File: src/rtl/core/wcdma_cmt_pkg.sv
`default_nettype none
package wcdma_cmt_pkg;

	// record kinds
	localparam logic [1:0] KIND_IDENT = 2'd0;
	localparam logic [1:0] KIND_SERV  = 2'd1;
	localparam logic [1:0] KIND_MEAS  = 2'd2;

	// conversion and decode constants
	localparam int unsigned RSCP_OFFSET = 21;
	localparam int unsigned RSCP_FLOOR  = 140;
	localparam int unsigned ECNO_FLOOR  = 50;
	localparam int unsigned PSC_MAX     = 511;
	localparam int unsigned IDENT_W     = 28;
	localparam logic [3:0]  DIGIT_END   = 4'hF;
	localparam logic [3:0]  DIGIT_MAX   = 4'd9;

	// commands from the controller to the datapath
	typedef struct packed {
		logic load_item;
		logic srv_id_upd;
		logic srv_meas_upd;
		logic rd_start;
		logic rd_next;
		logic out_srv;
		logic out_nbr;
	} dp_cmd_t;

	// status from the datapath to the controller
	typedef struct packed {
		logic ident_ok;
		logic is_meas;
		logic srv_match;
		logic tbl_empty;
		logic hit;
		logic last;
	} dp_sts_t;

endpackage
`default_nettype wire

File: src/rtl/core/wcdma_cmt_ctrl.sv
`default_nettype none
module wcdma_cmt_ctrl (
	input  wire logic                  clk,
	input  wire logic                  arst_n,
	input  wire logic                  in_valid,
	output logic                       in_ready,
	output logic                       out_valid,
	input  wire logic                  out_ready,
	input  wire wcdma_cmt_pkg::dp_sts_t sts,
	output wcdma_cmt_pkg::dp_cmd_t     cmd
);

	typedef enum logic [4:0] {
		ST_IDLE     = 5'b00001,
		ST_DECODE   = 5'b00010,
		ST_SEARCH   = 5'b00100,
		ST_EMIT_SRV = 5'b01000,
		ST_EMIT_NBR = 5'b10000
	} state_t;

	state_t state_q, state_nxt;
	logic   out_valid_q;
	logic   out_free;

	assign in_ready  = (state_q == ST_IDLE);
	assign out_valid = out_valid_q;
	assign out_free  = !out_valid_q || out_ready;

	// sequence one request through decode, search and report
	always_comb begin
		state_nxt = state_q;
		cmd       = '0;
		case (state_q)
			ST_IDLE: begin
				if (in_valid) begin
					cmd.load_item = 1'b1;
					state_nxt     = ST_DECODE;
				end
			end
			ST_DECODE: begin
				if (sts.ident_ok) begin
					cmd.srv_id_upd = 1'b1;
					state_nxt      = ST_EMIT_SRV;
				end else if (!sts.is_meas) begin
					state_nxt = ST_IDLE;
				end else if (sts.srv_match) begin
					cmd.srv_meas_upd = 1'b1;
					state_nxt        = ST_EMIT_SRV;
				end else if (sts.tbl_empty) begin
					state_nxt = ST_EMIT_NBR;
				end else begin
					cmd.rd_start = 1'b1;
					state_nxt    = ST_SEARCH;
				end
			end
			ST_SEARCH: begin
				if (sts.hit) begin
					state_nxt = ST_IDLE;
				end else if (sts.last) begin
					state_nxt = ST_EMIT_NBR;
				end else begin
					cmd.rd_next = 1'b1;
				end
			end
			ST_EMIT_SRV: begin
				if (out_free) begin
					cmd.out_srv = 1'b1;
					state_nxt   = ST_IDLE;
				end
			end
			ST_EMIT_NBR: begin
				if (out_free) begin
					cmd.out_nbr = 1'b1;
					state_nxt   = ST_IDLE;
				end
			end
			default: begin
				state_nxt = ST_IDLE;
			end
		endcase
	end

	// advance state, hold the result flag until taken
	always_ff @(posedge clk or negedge arst_n) begin
		if (!arst_n) begin
			state_q     <= ST_IDLE;
			out_valid_q <= 1'b0;
		end else begin
			state_q <= state_nxt;
			if (cmd.out_srv || cmd.out_nbr) begin
				out_valid_q <= 1'b1;
			end else if (out_ready) begin
				out_valid_q <= 1'b0;
			end
		end
	end

endmodule
`default_nettype wire

File: src/rtl/core/wcdma_cmt_dp.sv
`default_nettype none
module wcdma_cmt_dp #(
	parameter int NBR_DEPTH = 32
) (
	input  wire logic                   clk,
	input  wire logic                   arst_n,
	input  wire wcdma_cmt_pkg::dp_cmd_t cmd,
	output wcdma_cmt_pkg::dp_sts_t      sts,
	input  wire logic [1:0]             kind,
	input  wire logic [15:0]            uarfcn,
	input  wire logic [15:0]            psc,
	input  wire logic signed [7:0]      rscp_in,
	input  wire logic signed [7:0]      ecio_in,
	input  wire logic [31:0]            cell_ident,
	input  wire logic [15:0]            area_code,
	input  wire logic [11:0]            mcc_nibbles,
	input  wire logic [11:0]            mnc_nibbles,
	output logic [15:0]                 rep_uarfcn,
	output logic [15:0]                 rep_psc,
	output logic signed [8:0]           rep_rscp,
	output logic signed [6:0]           rep_ecno_db,
	output logic                        rep_serving,
	output logic [27:0]                 rep_cell_ident,
	output logic [15:0]                 rep_area_code,
	output logic [9:0]                  rep_mcc,
	output logic [9:0]                  rep_mnc,
	output logic                        table_full
);

	localparam int IDX_W = (NBR_DEPTH > 1) ? $clog2(NBR_DEPTH) : 1;
	localparam int CNT_W = $clog2(NBR_DEPTH + 1);
	localparam logic [CNT_W-1:0] CNT_FULL = CNT_W'(NBR_DEPTH);

	// three BCD digits, first in the top nibble; filler ends, non-digits skip
	function automatic logic [9:0] bcd3(input logic [11:0] nib);
		logic [9:0] r;
		logic       stop;
		logic [3:0] d;
		r    = '0;
		stop = 1'b0;
		for (int i = 0; i < 3; i++) begin
			d = nib[11 - 4*i -: 4];
			if (d == wcdma_cmt_pkg::DIGIT_END) begin
				stop = 1'b1;
			end else if (!stop && d <= wcdma_cmt_pkg::DIGIT_MAX) begin
				r = 10'(r * 10 + d);
			end
		end
		return r;
	endfunction

	// RSCP magnitude: raw minus offset, clamped to 0..floor
	function automatic logic [7:0] rscp_mag(input logic signed [7:0] raw);
		logic signed [8:0] r;
		logic signed [8:0] n;
		r = 9'(raw) - 9'sd21;
		n = -r;
		if (r > 9'sd0) begin
			return 8'd0;
		end else if (n > 9'(wcdma_cmt_pkg::RSCP_FLOOR)) begin
			return 8'(wcdma_cmt_pkg::RSCP_FLOOR);
		end else begin
			return n[7:0];
		end
	endfunction

	// Ec/No magnitude: halve toward zero, clamp to 0..floor
	function automatic logic [5:0] ecno_mag(input logic signed [7:0] raw);
		logic signed [8:0] n;
		logic [7:0]        h;
		n = -(9'(raw));
		h = n[8:1];
		if (!raw[7]) begin
			return 6'd0;
		end else if (h > 8'(wcdma_cmt_pkg::ECNO_FLOOR)) begin
			return 6'(wcdma_cmt_pkg::ECNO_FLOOR);
		end else begin
			return h[5:0];
		end
	endfunction

	// request registers
	logic [1:0]  kind_q;
	logic [15:0] uarfcn_q, psc_q;
	logic [7:0]  rmag_q;
	logic [5:0]  emag_q;
	logic [27:0] ident_q;
	logic [15:0] area_q;
	logic [11:0] mcc_nib_q, mnc_nib_q;

	// serving cell state
	logic [15:0] srv_uarfcn_q, srv_psc_q, srv_area_q;
	logic [27:0] srv_ident_q;
	logic [9:0]  srv_mcc_q, srv_mnc_q;
	logic [7:0]  srv_rscp_q;
	logic [5:0]  srv_ecno_q;
	logic        srv_flag_q;

	// neighbor table: valid entries are always a prefix of fill count
	logic [31:0]      nbr_mem [NBR_DEPTH];
	logic [31:0]      rd_data_q;
	logic [IDX_W-1:0] idx_q;
	logic [CNT_W-1:0] count_q;
	logic [IDX_W-1:0] rd_addr;
	logic [9:0]       mcc_dec, mnc_dec;
	logic             full;

	assign mcc_dec = bcd3(mcc_nib_q);
	assign mnc_dec = bcd3(mnc_nib_q);
	assign full    = (count_q == CNT_FULL);
	assign rd_addr = cmd.rd_start ? '0 : IDX_W'(idx_q + 1'b1);

	// status toward the controller
	always_comb begin
		sts.ident_ok  = (kind_q == wcdma_cmt_pkg::KIND_IDENT) ||
			((kind_q == wcdma_cmt_pkg::KIND_SERV) && (mcc_dec != '0) &&
			 (psc_q <= 16'(wcdma_cmt_pkg::PSC_MAX)));
		sts.is_meas   = (kind_q == wcdma_cmt_pkg::KIND_MEAS);
		sts.srv_match = (srv_uarfcn_q != '0) && (srv_uarfcn_q == uarfcn_q) &&
			(srv_psc_q == psc_q);
		sts.tbl_empty = (count_q == '0);
		sts.hit       = (rd_data_q == {uarfcn_q, psc_q});
		sts.last      = (CNT_W'(idx_q) == CNT_W'(count_q - 1'b1));
	end

	// capture the request, converting signal values on the way in
	always_ff @(posedge clk) begin
		if (cmd.load_item) begin
			kind_q    <= kind;
			uarfcn_q  <= uarfcn;
			psc_q     <= (kind == wcdma_cmt_pkg::KIND_IDENT) ? (psc >> 4) : psc;
			rmag_q    <= rscp_mag(rscp_in);
			emag_q    <= ecno_mag(ecio_in);
			ident_q   <= cell_ident[wcdma_cmt_pkg::IDENT_W-1:0];
			area_q    <= area_code;
			mcc_nib_q <= mcc_nibbles;
			mnc_nib_q <= mnc_nibbles;
		end
	end

	// update the serving cell
	always_ff @(posedge clk or negedge arst_n) begin
		if (!arst_n) begin
			srv_uarfcn_q <= '0;
			srv_psc_q    <= '0;
			srv_ident_q  <= '0;
			srv_area_q   <= '0;
			srv_mcc_q    <= '0;
			srv_mnc_q    <= '0;
			srv_rscp_q   <= '0;
			srv_ecno_q   <= '0;
			srv_flag_q   <= 1'b0;
		end else begin
			if (cmd.srv_id_upd) begin
				srv_uarfcn_q <= uarfcn_q;
				srv_psc_q    <= psc_q;
				srv_ident_q  <= ident_q;
				srv_area_q   <= area_q;
				srv_mcc_q    <= mcc_dec;
				srv_mnc_q    <= mnc_dec;
				srv_flag_q   <= 1'b1;
			end
			if (cmd.srv_meas_upd) begin
				srv_rscp_q <= rmag_q;
				srv_ecno_q <= emag_q;
			end
		end
	end

	// scan the table one entry per cycle; append a new neighbor while the table is not full
	always_ff @(posedge clk) begin
		if (cmd.rd_start || cmd.rd_next) begin
			rd_data_q <= nbr_mem[rd_addr];
		end
		if (cmd.out_nbr && !full) begin
			nbr_mem[count_q[IDX_W-1:0]] <= {uarfcn_q, psc_q};
		end
	end

	always_ff @(posedge clk or negedge arst_n) begin
		if (!arst_n) begin
			idx_q   <= '0;
			count_q <= '0;
		end else begin
			if (cmd.rd_start || cmd.rd_next) begin
				idx_q <= rd_addr;
			end
			if (cmd.out_nbr && !full) begin
				count_q <= count_q + 1'b1;
			end
		end
	end

	// load the report register
	always_ff @(posedge clk) begin
		if (cmd.out_srv) begin
			rep_uarfcn     <= srv_uarfcn_q;
			rep_psc        <= srv_psc_q;
			rep_rscp       <= 9'sd0 - 9'({1'b0, srv_rscp_q});
			rep_ecno_db    <= 7'sd0 - 7'({1'b0, srv_ecno_q});
			rep_serving    <= srv_flag_q;
			rep_cell_ident <= srv_ident_q;
			rep_area_code  <= srv_area_q;
			rep_mcc        <= srv_mcc_q;
			rep_mnc        <= srv_mnc_q;
			table_full     <= 1'b0;
		end else if (cmd.out_nbr) begin
			rep_uarfcn     <= uarfcn_q;
			rep_psc        <= psc_q;
			rep_rscp       <= 9'sd0 - 9'({1'b0, rmag_q});
			rep_ecno_db    <= 7'sd0 - 7'({1'b0, emag_q});
			rep_serving    <= 1'b0;
			rep_cell_ident <= '0;
			rep_area_code  <= '0;
			rep_mcc        <= '0;
			rep_mnc        <= '0;
			table_full     <= full;
		end
	end

endmodule
`default_nettype wire

File: src/rtl/core/wcdma_cell_measurement_table.sv
// Identity records and serving-cell measurements pass decode and the emit state into a report;
// a new neighbor is reported after a scan of the N = fill count entries, one entry per cycle.
// A new request is taken only in idle, once the last one is done: the neighbor memory scan
// and a pending report that is not taken, which holds the emit state, both delay it.
// Reset (arst_n, asynchronous): clears serving state, fill count and handshake;
// table contents are not cleared, entries at or above the fill count are never read.
`default_nettype none
module wcdma_cell_measurement_table #(
	parameter int NBR_DEPTH = 32
) (
	input  wire logic              clk,
	input  wire logic              arst_n,
	input  wire logic              in_valid,
	output logic                   in_ready,
	input  wire logic [1:0]        kind,
	input  wire logic [15:0]       uarfcn,
	input  wire logic [15:0]       psc,
	input  wire logic signed [7:0] rscp_in,
	input  wire logic signed [7:0] ecio_in,
	input  wire logic [31:0]       cell_ident,
	input  wire logic [15:0]       area_code,
	input  wire logic [11:0]       mcc_nibbles,
	input  wire logic [11:0]       mnc_nibbles,
	output logic                   out_valid,
	input  wire logic              out_ready,
	output logic [15:0]            rep_uarfcn,
	output logic [15:0]            rep_psc,
	output logic signed [8:0]      rep_rscp,
	output logic signed [6:0]      rep_ecno_db,
	output logic                   rep_serving,
	output logic [27:0]            rep_cell_ident,
	output logic [15:0]            rep_area_code,
	output logic [9:0]             rep_mcc,
	output logic [9:0]             rep_mnc,
	output logic                   table_full
);

	wcdma_cmt_pkg::dp_cmd_t cmd;
	wcdma_cmt_pkg::dp_sts_t sts;

	wcdma_cmt_ctrl u_ctrl (
		.clk       (clk),
		.arst_n    (arst_n),
		.in_valid  (in_valid),
		.in_ready  (in_ready),
		.out_valid (out_valid),
		.out_ready (out_ready),
		.sts       (sts),
		.cmd       (cmd)
	);

	wcdma_cmt_dp #(
		.NBR_DEPTH (NBR_DEPTH)
	) u_dp (
		.clk            (clk),
		.arst_n         (arst_n),
		.cmd            (cmd),
		.sts            (sts),
		.kind           (kind),
		.uarfcn         (uarfcn),
		.psc            (psc),
		.rscp_in        (rscp_in),
		.ecio_in        (ecio_in),
		.cell_ident     (cell_ident),
		.area_code      (area_code),
		.mcc_nibbles    (mcc_nibbles),
		.mnc_nibbles    (mnc_nibbles),
		.rep_uarfcn     (rep_uarfcn),
		.rep_psc        (rep_psc),
		.rep_rscp       (rep_rscp),
		.rep_ecno_db    (rep_ecno_db),
		.rep_serving    (rep_serving),
		.rep_cell_ident (rep_cell_ident),
		.rep_area_code  (rep_area_code),
		.rep_mcc        (rep_mcc),
		.rep_mnc        (rep_mnc),
		.table_full     (table_full)
	);

`ifndef SYNTHESIS
	// one request in flight: no accept right after an accept
	a_one_request: assert property (@(posedge clk) disable iff (!arst_n)
		(in_valid && in_ready) |=> !in_ready)
		else $error("request accepted while another is in flight");

	// at most one report source per cycle
	a_one_report: assert property (@(posedge clk) disable iff (!arst_n)
		!(cmd.out_srv && cmd.out_nbr))
		else $error("serving and neighbor report loaded together");

	// a loaded report is offered next cycle
	a_report_valid: assert property (@(posedge clk) disable iff (!arst_n)
		(cmd.out_srv || cmd.out_nbr) |=> out_valid)
		else $error("report loaded but not offered");

	// the scan never reads past the last filled entry
	a_scan_bound: assert property (@(posedge clk) disable iff (!arst_n)
		cmd.rd_next |-> (!sts.last && !sts.hit))
		else $error("table scan advanced past its end");
`endif

endmodule
`default_nettype wire

File: config.mk
export PLATFORM = sky130hd
export DESIGN_NAME = wcdma_cell_measurement_table
export DESIGN_NICKNAME = d
export VERILOG_FILES = /design/src/rtl/core/wcdma_cmt_pkg.sv /design/src/rtl/core/wcdma_cmt_ctrl.sv /design/src/rtl/core/wcdma_cmt_dp.sv /design/src/rtl/core/wcdma_cell_measurement_table.sv
export SDC_FILE = /design/constraint.sdc
export NUM_CORES = 2
export LEC_CHECK = 0
export ABC_AREA = 1
export BUFFER_PORTS_ARGS = -buffer_cell sky130_fd_sc_hd__buf_2
export CELL_PAD_IN_SITES_DETAIL_PLACEMENT = 1
export CELL_PAD_IN_SITES_GLOBAL_PLACEMENT = 1
export CORE_MARGIN = 2
export CORE_UTILIZATION = 50
export DETAILED_ROUTE_END_ITERATION = 10
export PLACE_DENSITY = 0.8
export SYNTH_ARGS = -nofsm -noshare
export SYNTH_HDL_FRONTEND = slang
export SYNTH_SLANG_ARGS = --single-unit
File: constraint.sdc
create_clock -name clk -period 10.3 [get_ports clk]
set_clock_uncertainty 0.15 [all_clocks]
set_input_delay 0.515 -clock clk [delete_from_list [all_inputs] [get_ports clk]]
set_output_delay 0.515 -clock clk [all_outputs]
set_load 0.01 [all_outputs]
Yosys cells after proc, flatten, opt, wreduce, memory -nomap -nowiden --
Memory sizes are Yosys's and may differ from the RTL's. A register that Yosys moved wholly into a read port is not among the register bits. Cells that the tools add are included.
Word-level totals: bits in registers 358, memories 1, ROM bits 0, latch bits 0, bits of input ports 126, output and inout port bits 116, memory bits (writable) 1024, logic and storage cells 181
Operators by class: equal/unequal tests 21, bitwise gates (word level) 1, div/mod/pow operators 0, add/sub/neg operators 14, mux-type cells 65, reductions and logical operators 30, shifts and indexed selects 0, multiply operators 4, order comparisons 10
Memory list:
- u_dp.nbr_mem | words 32, width 32, rd ports 1, clocked after memory_dff 1, wr ports 1, line wcdma_cmt_dp.sv:100 | logic [31:0] nbr_mem [NBR_DEPTH];
Operators with widths (number):
- $mux 10 | 12
- $mux 16 | 6
- $mux 28 | 2
- $mux 5 | 9
- $add 10x4->10 | 4
- $mul 10x3->9 const B | 4
- $eq 16x16->1 | 2
- $eq 32x32->1 | 1
- $eq 4x4->1 const B | 6
- $le 4x4->1 const B | 6
- $mux 1 | 22
- $pmux 5 s4 | 1
- $mux 9 | 2
- $sub 1x8->9 const A | 2
- $le 16x9->1 const B | 1
- $reduce_bool 16->1 | 1
- $mux 7 | 2
- $sub 1x6->7 const A | 2
- $mux 12 | 1
- $mux 4 | 3
- $reduce_bool 10->1 | 1
- $gt 9x1->1 const B | 1
- $gt 9x8->1 const B | 1
- $logic_and 1x1->1 | 9
- 31 further kinds | 44

Longest topological paths before layout --
depth in word-level cells 18, depth in mapped cells 36, gate-level depth less buffers 34

Modules after synthesis --
From an unflattened synthesis, not the netlist that was laid out.
Second synthesis, totals: cells, all modules 4539, area, all modules 58179.5 sq um
Modules (own cells, without submodules):
- wcdma_cmt_dp | sequential area each 41660.0 sq um, instances 1, area each 57684.1 sq um, cells an instance 4466
- wcdma_cmt_ctrl | sequential area each 151.4 sq um, instances 1, area each 495.5 sq um, cells an instance 73

Worst setup path before layout --
OpenSTA, ideal clock, no wires.
path kind flip-flop to flip-flop, from register u_dp.count_q[0] (netlist name), to register u_dp.area_q[0], enable pin, required time 9.558 ns, buffers on the path 0, path slack 2.783 ns, setup time 0.592 ns, stages on the path, launching flop included 13, data arrival time 6.775 ns, cells stage by stage dfrtp_1 -> inv_1 -> ha_1 -> inv_1 -> nand2_1 -> nand2_1 -> xor2_1 -> nand4_1 -> nor4_1 -> nor2_1 -> nor2_1 -> inv_1 -> nor2_1
RTL lines:
- end signal: assignment | line wcdma_cmt_dp.sv:135 | area_q <= area_code;
- end: declaration | line wcdma_cmt_dp.sv:88 | logic [15:0] area_q;

Worst setup path after layout --
from register u_dp.mcc_nib_q[9], to register u_dp.srv_ident_q[3]
On the way: longest elaborated chain between the ends 17
RTL lines:
- start: declaration | line wcdma_cmt_dp.sv:89 | logic [11:0] mcc_nib_q, mnc_nib_q;
- start signal: assignment | line wcdma_cmt_dp.sv:136 | mcc_nib_q <= mcc_nibbles;
- $le 4x4->1 | line wcdma_cmt_dp.sv:45 | end else if (!stop && d <= wcdma_cmt_pkg::DIGIT_MAX) begin
- $mux 4 | line wcdma_cmt_dp.sv:45
- $mux 4 | line wcdma_cmt_dp.sv:43 | if (d == wcdma_cmt_pkg::DIGIT_END) begin
- $mul 10x3->9 | line wcdma_cmt_dp.sv:46 | r = 10'(r * 10 + d);
- $add 10x4->10 | line wcdma_cmt_dp.sv:46
- $mux 10 | line wcdma_cmt_dp.sv:45
- $mux 10 | line wcdma_cmt_dp.sv:43
- $mul 10x3->9 | line wcdma_cmt_dp.sv:46
- $add 10x4->10 | line wcdma_cmt_dp.sv:46
- $mux 10 | line wcdma_cmt_dp.sv:45
- $mux 10 (*) | line wcdma_cmt_dp.sv:43
- $reduce_bool 10->1 (*) | line wcdma_cmt_dp.sv:116 | ((kind_q == wcdma_cmt_pkg::KIND_SERV) && (mcc_dec != '0) &&
- $logic_and 1x1->1 (*) (2 in series) | line wcdma_cmt_dp.sv:116
- $logic_or 1x1->1 (*) | line wcdma_cmt_dp.sv:115 | sts.ident_ok = (kind_q == wcdma_cmt_pkg::KIND_IDENT) ||
- $mux 1 (*) | line wcdma_cmt_ctrl.sv:41 | if (sts.ident_ok) begin
- $mux 3 (*) | line wcdma_cmt_ctrl.sv:33 | case (state_q)
- end signal: assignment | line wcdma_cmt_dp.sv:157 | srv_ident_q <= ident_q;
- end: declaration | line wcdma_cmt_dp.sv:93 | logic [27:0] srv_ident_q;
Every way passes the cells marked *; elsewhere a longest branch is shown, timed or not. A chain may end at the register's enable or synchronous reset.

==> metrics.log <==
[metrics] NetSw: 0.00789 W
[metrics] total of flip-flops plus latches after synthesis: 1,414
[metrics] endpoint kind of the worst setup timing path: flip-flop
[metrics] ys async rst share: 0.0905
[metrics] Net Sw Frac: 0.392
[metrics] number of top-level pins: 242
[metrics] total power: 0.0201 W
[metrics] simple-gate area share of the yosys netlist: 0.228
[metrics] xor/xnor cell area share of the yosys netlist: 0.0114
[metrics] minimum clock period: 6.41 ns
[metrics] share of final-layout standard cells stronger than drive strength 1: 0.0992
[metrics] maximum number of pins on one net before global-route repair: 199
[metrics] Synth Area in Adders: 0.0128
[metrics] worst r2r src: u_dp.mcc_nib_q[9]
[metrics] sum of buffers and inverters on the critical path: 4
[metrics] Synth Net Count: 6,201
[metrics] clock insertion delay at the later pin of the skew report: 0.80 ns
[metrics] global-route wire length before repair: 314,000 um
[metrics] number of standard cells in the final layout excluding fillers: 8,074
[metrics] residual antenna-violating net count after detailed routing: 0
[metrics] final core utilization: 0.570
[metrics] clock-pin slew reported for the worst setup and hold paths after clock tree synthesis: 0.06 ns
[metrics] final-layout setup total negative slack: 0 ns
[metrics] starting density of the core: 0.502
[metrics] IO Port Bufs: 237
[metrics] Initial DRT Pass Iterations: 6
[metrics] number of max-capacitance violations reported: 0
[metrics] post-detailed-route DRC marker count: 0
[metrics] power per cell area: 278 nW/um2
[metrics] largest delay contributor family on the critical path: simple AND/OR/NAND/NOR gates
[metrics] share of the cycle needed by the critical path after routing: 0.622
[metrics] WP data arrival: 6.97 ns
[metrics] initial antenna violation count: 7
[metrics] wire per inst: 26.1 um
[metrics] Static Leak: 29.9 nW
[metrics] post-CTS setup buffer count: 0
[metrics] number of cell instances on the worst register-to-register path: 31
[metrics] Logic pwr share: 0.358
[metrics] Row Count: 131
[metrics] number of buffers between clock root and the deepest sink: 3
[metrics] prevailing post-synth register cell: sky130_fd_sc_hd__edfxtp_1
[metrics] flop2flop setup slack: 3.89 ns
[metrics] Synth-to-Final Area Change: 13.5%
[metrics] final hold violation count: 0
[metrics] post-synthesis average cell area: 10.6 um2
[metrics] main combinational cell family by area after synthesis: simple AND/OR/NAND/NOR gates
[metrics] internal power of the cells: 0.0122 W
[metrics] clock share of power: 0.260
[metrics] total area of multi-input combinational cells: 17,200 um2
[metrics] Final GP Congestion: 0.851
[metrics] die width: 361 um
[metrics] largest incremental delay on the critical path: 0.86 ns
[metrics] PostCTS Resize Cnt: 0
[metrics] hold path startpoint: psc[10]
[metrics] nets@finish: 6,477
[metrics] global route overflow: 0
[metrics] Tightest Pin Transition: 1.26 ns
[metrics] number of global-route vias before repair: 51,400
[metrics] Critical Path RT: 10.86 ns
[metrics] run status: finished clean
[metrics] Sequential cell area: 41,800 um2
[metrics] Critical-path top delay cell: sky130_fd_sc_hd__buf_4
[metrics] share of the yosys chip area belonging to registers: 0.656
[metrics] compound-gate portion of the synthesized area: 0.00968
[metrics] multiplexer share of the synthesized area: 0.00298
[metrics] number of placed instances, taps included: 7,689
[metrics] CTS HTree Levels: 4
[metrics] cell count of the worst hold path: 3
[metrics] pins over their slew limit: 0
[metrics] netlist area before placement: 63,700 um2
[metrics] CTS buffer count: 148
[metrics] most frequent CP cell: sky130_fd_sc_hd__nand2_1
[metrics] top fanout value on the critical path: 97
[metrics] setup-violating endpoint count in the final report: 0
[metrics] class of the tightest hold or removal check: in -> reg
[metrics] DR iter-0 viols: 5,069
[metrics] mean number of vias per cell: 5.92
[metrics] clock tree from TritonCTS: done
[metrics] VDD IR max: 272 uV
[metrics] clock root buffer: sky130_fd_sc_hd__clkbuf_16
[metrics] hold buffer count at cts: 113
[metrics] gate count of the mapped netlist: 6,014
[metrics] vias after detailed routing: 47,800
[metrics] RSZ-0062 raised after global routing: false
[metrics] Warnings, synthesis: 0
[metrics] die footprint: 130,000 um2
[metrics] destination of the worst register-to-register timing path: u_dp.srv_ident_q[3]
[metrics] highest clock frequency the design can meet: 156 MHz
[metrics] Post-DP HPWL: 113,000 um
[metrics] layout filler cell count: 13,400
[metrics] sequential fraction of design power: 0.382
[metrics] sink of the worst hold path: u_dp.psc_q[10]
[metrics] Total Wirelength: 211,000 um
[metrics] Critical Setup Path Class: reg -> reg
[metrics] overall global routing resource usage: 0.321
[metrics] cell area reported after detailed placement: 66,600 um2
[metrics] synth unique cells: 44
[metrics] CTS sink cnt: 1,414
[metrics] fin area: 72,300 um2
[metrics] Slew Limit Headroom: 0.157
[metrics] CP startpoint kind: flip-flop
[metrics] vertical extent of the die: 361 um
[metrics] number of synthesized flops with an enable pin: 1,285
[metrics] core area: 127,000 um2
==> sequential cells by signal, indices dropped and copies added, names as in the netlist, 28 cells and up <==
signal               flops
u_dp.rep_cell_ident     28
u_dp.nbr_mem          1024
u_dp.srv_ident_q        28
u_dp.rd_data_q          32
u_dp.ident_q            28
==> worst max-delay path by stage <==
stage                            from              endpoint  slack, ns  cells past startpoint
floorplan             u_dp.count_q[0]        u_dp.area_q[0]       2.78                     12
global placement        u_dp.psc_q[5]     u_dp.rd_data_q[4]       4.30                     17
detailed placement  u_dp.mcc_nib_q[9]  u_dp.srv_ident_q[20]       4.07                     29
CTS                 u_dp.mcc_nib_q[9]  u_dp.srv_ident_q[22]       4.03                     29
global route        u_dp.mcc_nib_q[9]    u_dp.srv_area_q[5]       3.34                     31
finish              u_dp.mcc_nib_q[9]   u_dp.srv_ident_q[3]       3.89                     31
==> cells in the mapped netlist (3+ instances only) <==
cell type | number | share of area
sky130_fd_sc_hd__buf_4 | 6 | 0.00071
sky130_fd_sc_hd__nand3b_1 | 334 | 0.039
sky130_fd_sc_hd__nor3_1 | 12 | 0.00094
sky130_fd_sc_hd__ha_1 | 54 | 0.011
sky130_fd_sc_hd__buf_2 | 182 | 0.014
sky130_fd_sc_hd__dfrtp_1 | 127 | 0.050
sky130_fd_sc_hd__a31oi_1 | 9 | 0.00088
sky130_fd_sc_hd__a21oi_1 | 27 | 0.0021
sky130_fd_sc_hd__buf_1 | 18 | 0.0011
sky130_fd_sc_hd__o31ai_1 | 3 | 0.00035
sky130_fd_sc_hd__xor2_1 | 35 | 0.0048
sky130_fd_sc_hd__or2_2 | 26 | 0.0026
sky130_fd_sc_hd__nand4_1 | 33 | 0.0032
sky130_fd_sc_hd__nor3b_1 | 4 | 0.00047
sky130_fd_sc_hd__o21ai_0 | 63 | 0.0049
sky130_fd_sc_hd__o21ai_1 | 7 | 0.00055
sky130_fd_sc_hd__mux2_2 | 8 | 0.0014
sky130_fd_sc_hd__buf_6 | 6 | 0.0011
sky130_fd_sc_hd__clkinv_1 | 4 | 0.00024
sky130_fd_sc_hd__xnor2_1 | 48 | 0.0066
sky130_fd_sc_hd__nor4_1 | 10 | 0.00098
sky130_fd_sc_hd__inv_1 | 932 | 0.055
sky130_fd_sc_hd__nand2_4 | 3 | 0.00053
sky130_fd_sc_hd__nand3_1 | 1228 | 0.096
sky130_fd_sc_hd__edfxtp_1 | 1285 | 0.61
sky130_fd_sc_hd__clkbuf_1 | 114 | 0.0067
sky130_fd_sc_hd__inv_2 | 8 | 0.00047
sky130_fd_sc_hd__nand2_1 | 1203 | 0.071
sky130_fd_sc_hd__nor2_1 | 191 | 0.011
sky130_fd_sc_hd__mux2i_1 | 10 | 0.0016
sky130_fd_sc_hd__fa_1 | 7 | 0.0022
==> layout make-up <==
| cell class | instances | share of cell area |
|---|---|---|
| diodes | 1 | 0.0000346 |
| flip-flops and latches | 1414 | 0.578 |
| clock inverters | 75 | 0.00777 |
| well taps | 1662 | 0.0287 |
| inverters | 944 | 0.0494 |
| multi-input cells | 3330 | 0.237 |
| clock buffers | 196 | 0.0554 |
| repair buffers | 452 | 0.0432 |
==> power groups by stage <==
stage | combinational (W) | clock [W] | sequential [W]
after floorplan | 0.00436 | 0 | 0.00801
after global routing | 0.00783 | 0.00546 | 0.00773
after CTS | 0.00703 | 0.00521 | 0.00766
after detailed placement | 0.00689 | 0 | 0.00777
after global placement | 0.00655 | 0 | 0.00773
final | 0.00721 | 0.00523 | 0.00770
==> per-stage QoR <==
step | hold WS [ns] | setup WS, ns
2_1_floorplan | 0.0694 | 2.78
3_3_place_gp | 0.288 | 4.30
3_5_place_dp | 0.301 | 4.07
4_1_cts | 0.0213 | 4.03
5_1_grt | 0.0643 | 3.34
6_report | 0.0679 | 3.89
==> layout by cell type, fill, tap and decap left out, types with 54 or more instances in the layout <==
cell	count
sky130_fd_sc_hd__nand3_1	1228
sky130_fd_sc_hd__inv_1	929
sky130_fd_sc_hd__buf_4	99
sky130_fd_sc_hd__nand3b_1	334
sky130_fd_sc_hd__clkbuf_16	153
sky130_fd_sc_hd__ha_1	54
sky130_fd_sc_hd__buf_2	236
sky130_fd_sc_hd__dlygate4sd3_1	113
sky130_fd_sc_hd__o21ai_0	63
sky130_fd_sc_hd__dfrtp_1	127
sky130_fd_sc_hd__edfxtp_1	1285
sky130_fd_sc_hd__nor2_1	158
sky130_fd_sc_hd__nand2_1	1198
==> routing by layer <==
layer / wire length, um / vias up / global-route usage
met4: 12000 / 2 / 0.176
li1: - / 20700 / -
met2: 103000 / 2401 / 0.541
met3: 17700 / 623 / 0.0575
met1: 78000 / 24100 / 0.392
met5: 13 / - / 0
==> cells by family (layout without fill, tap and decap cells) <==
group                      Yosys count  in the layout
AOI/OAI and AO/OA                  116            116
xor gates and xnor gates            83             83
adders and majority gates           61             61
buffers and inverters             1270           1667
DFF                               1414           1414
muxes                               18             18
other                                0              1
and+or+nand+nor                   3052           3052
==> worst reg2reg max path: cells and delay by family, from the launching register on <==
kind / cells / cell delay [ns]
flops: 1 / 0.47
compound gates: 1 / 0.26
buf+inv: 4 / 1.16
fa+ha+maj: 5 / 1.67
simple gates: 21 / 2.62
Note: power is estimated with default switching activity, not from simulation.
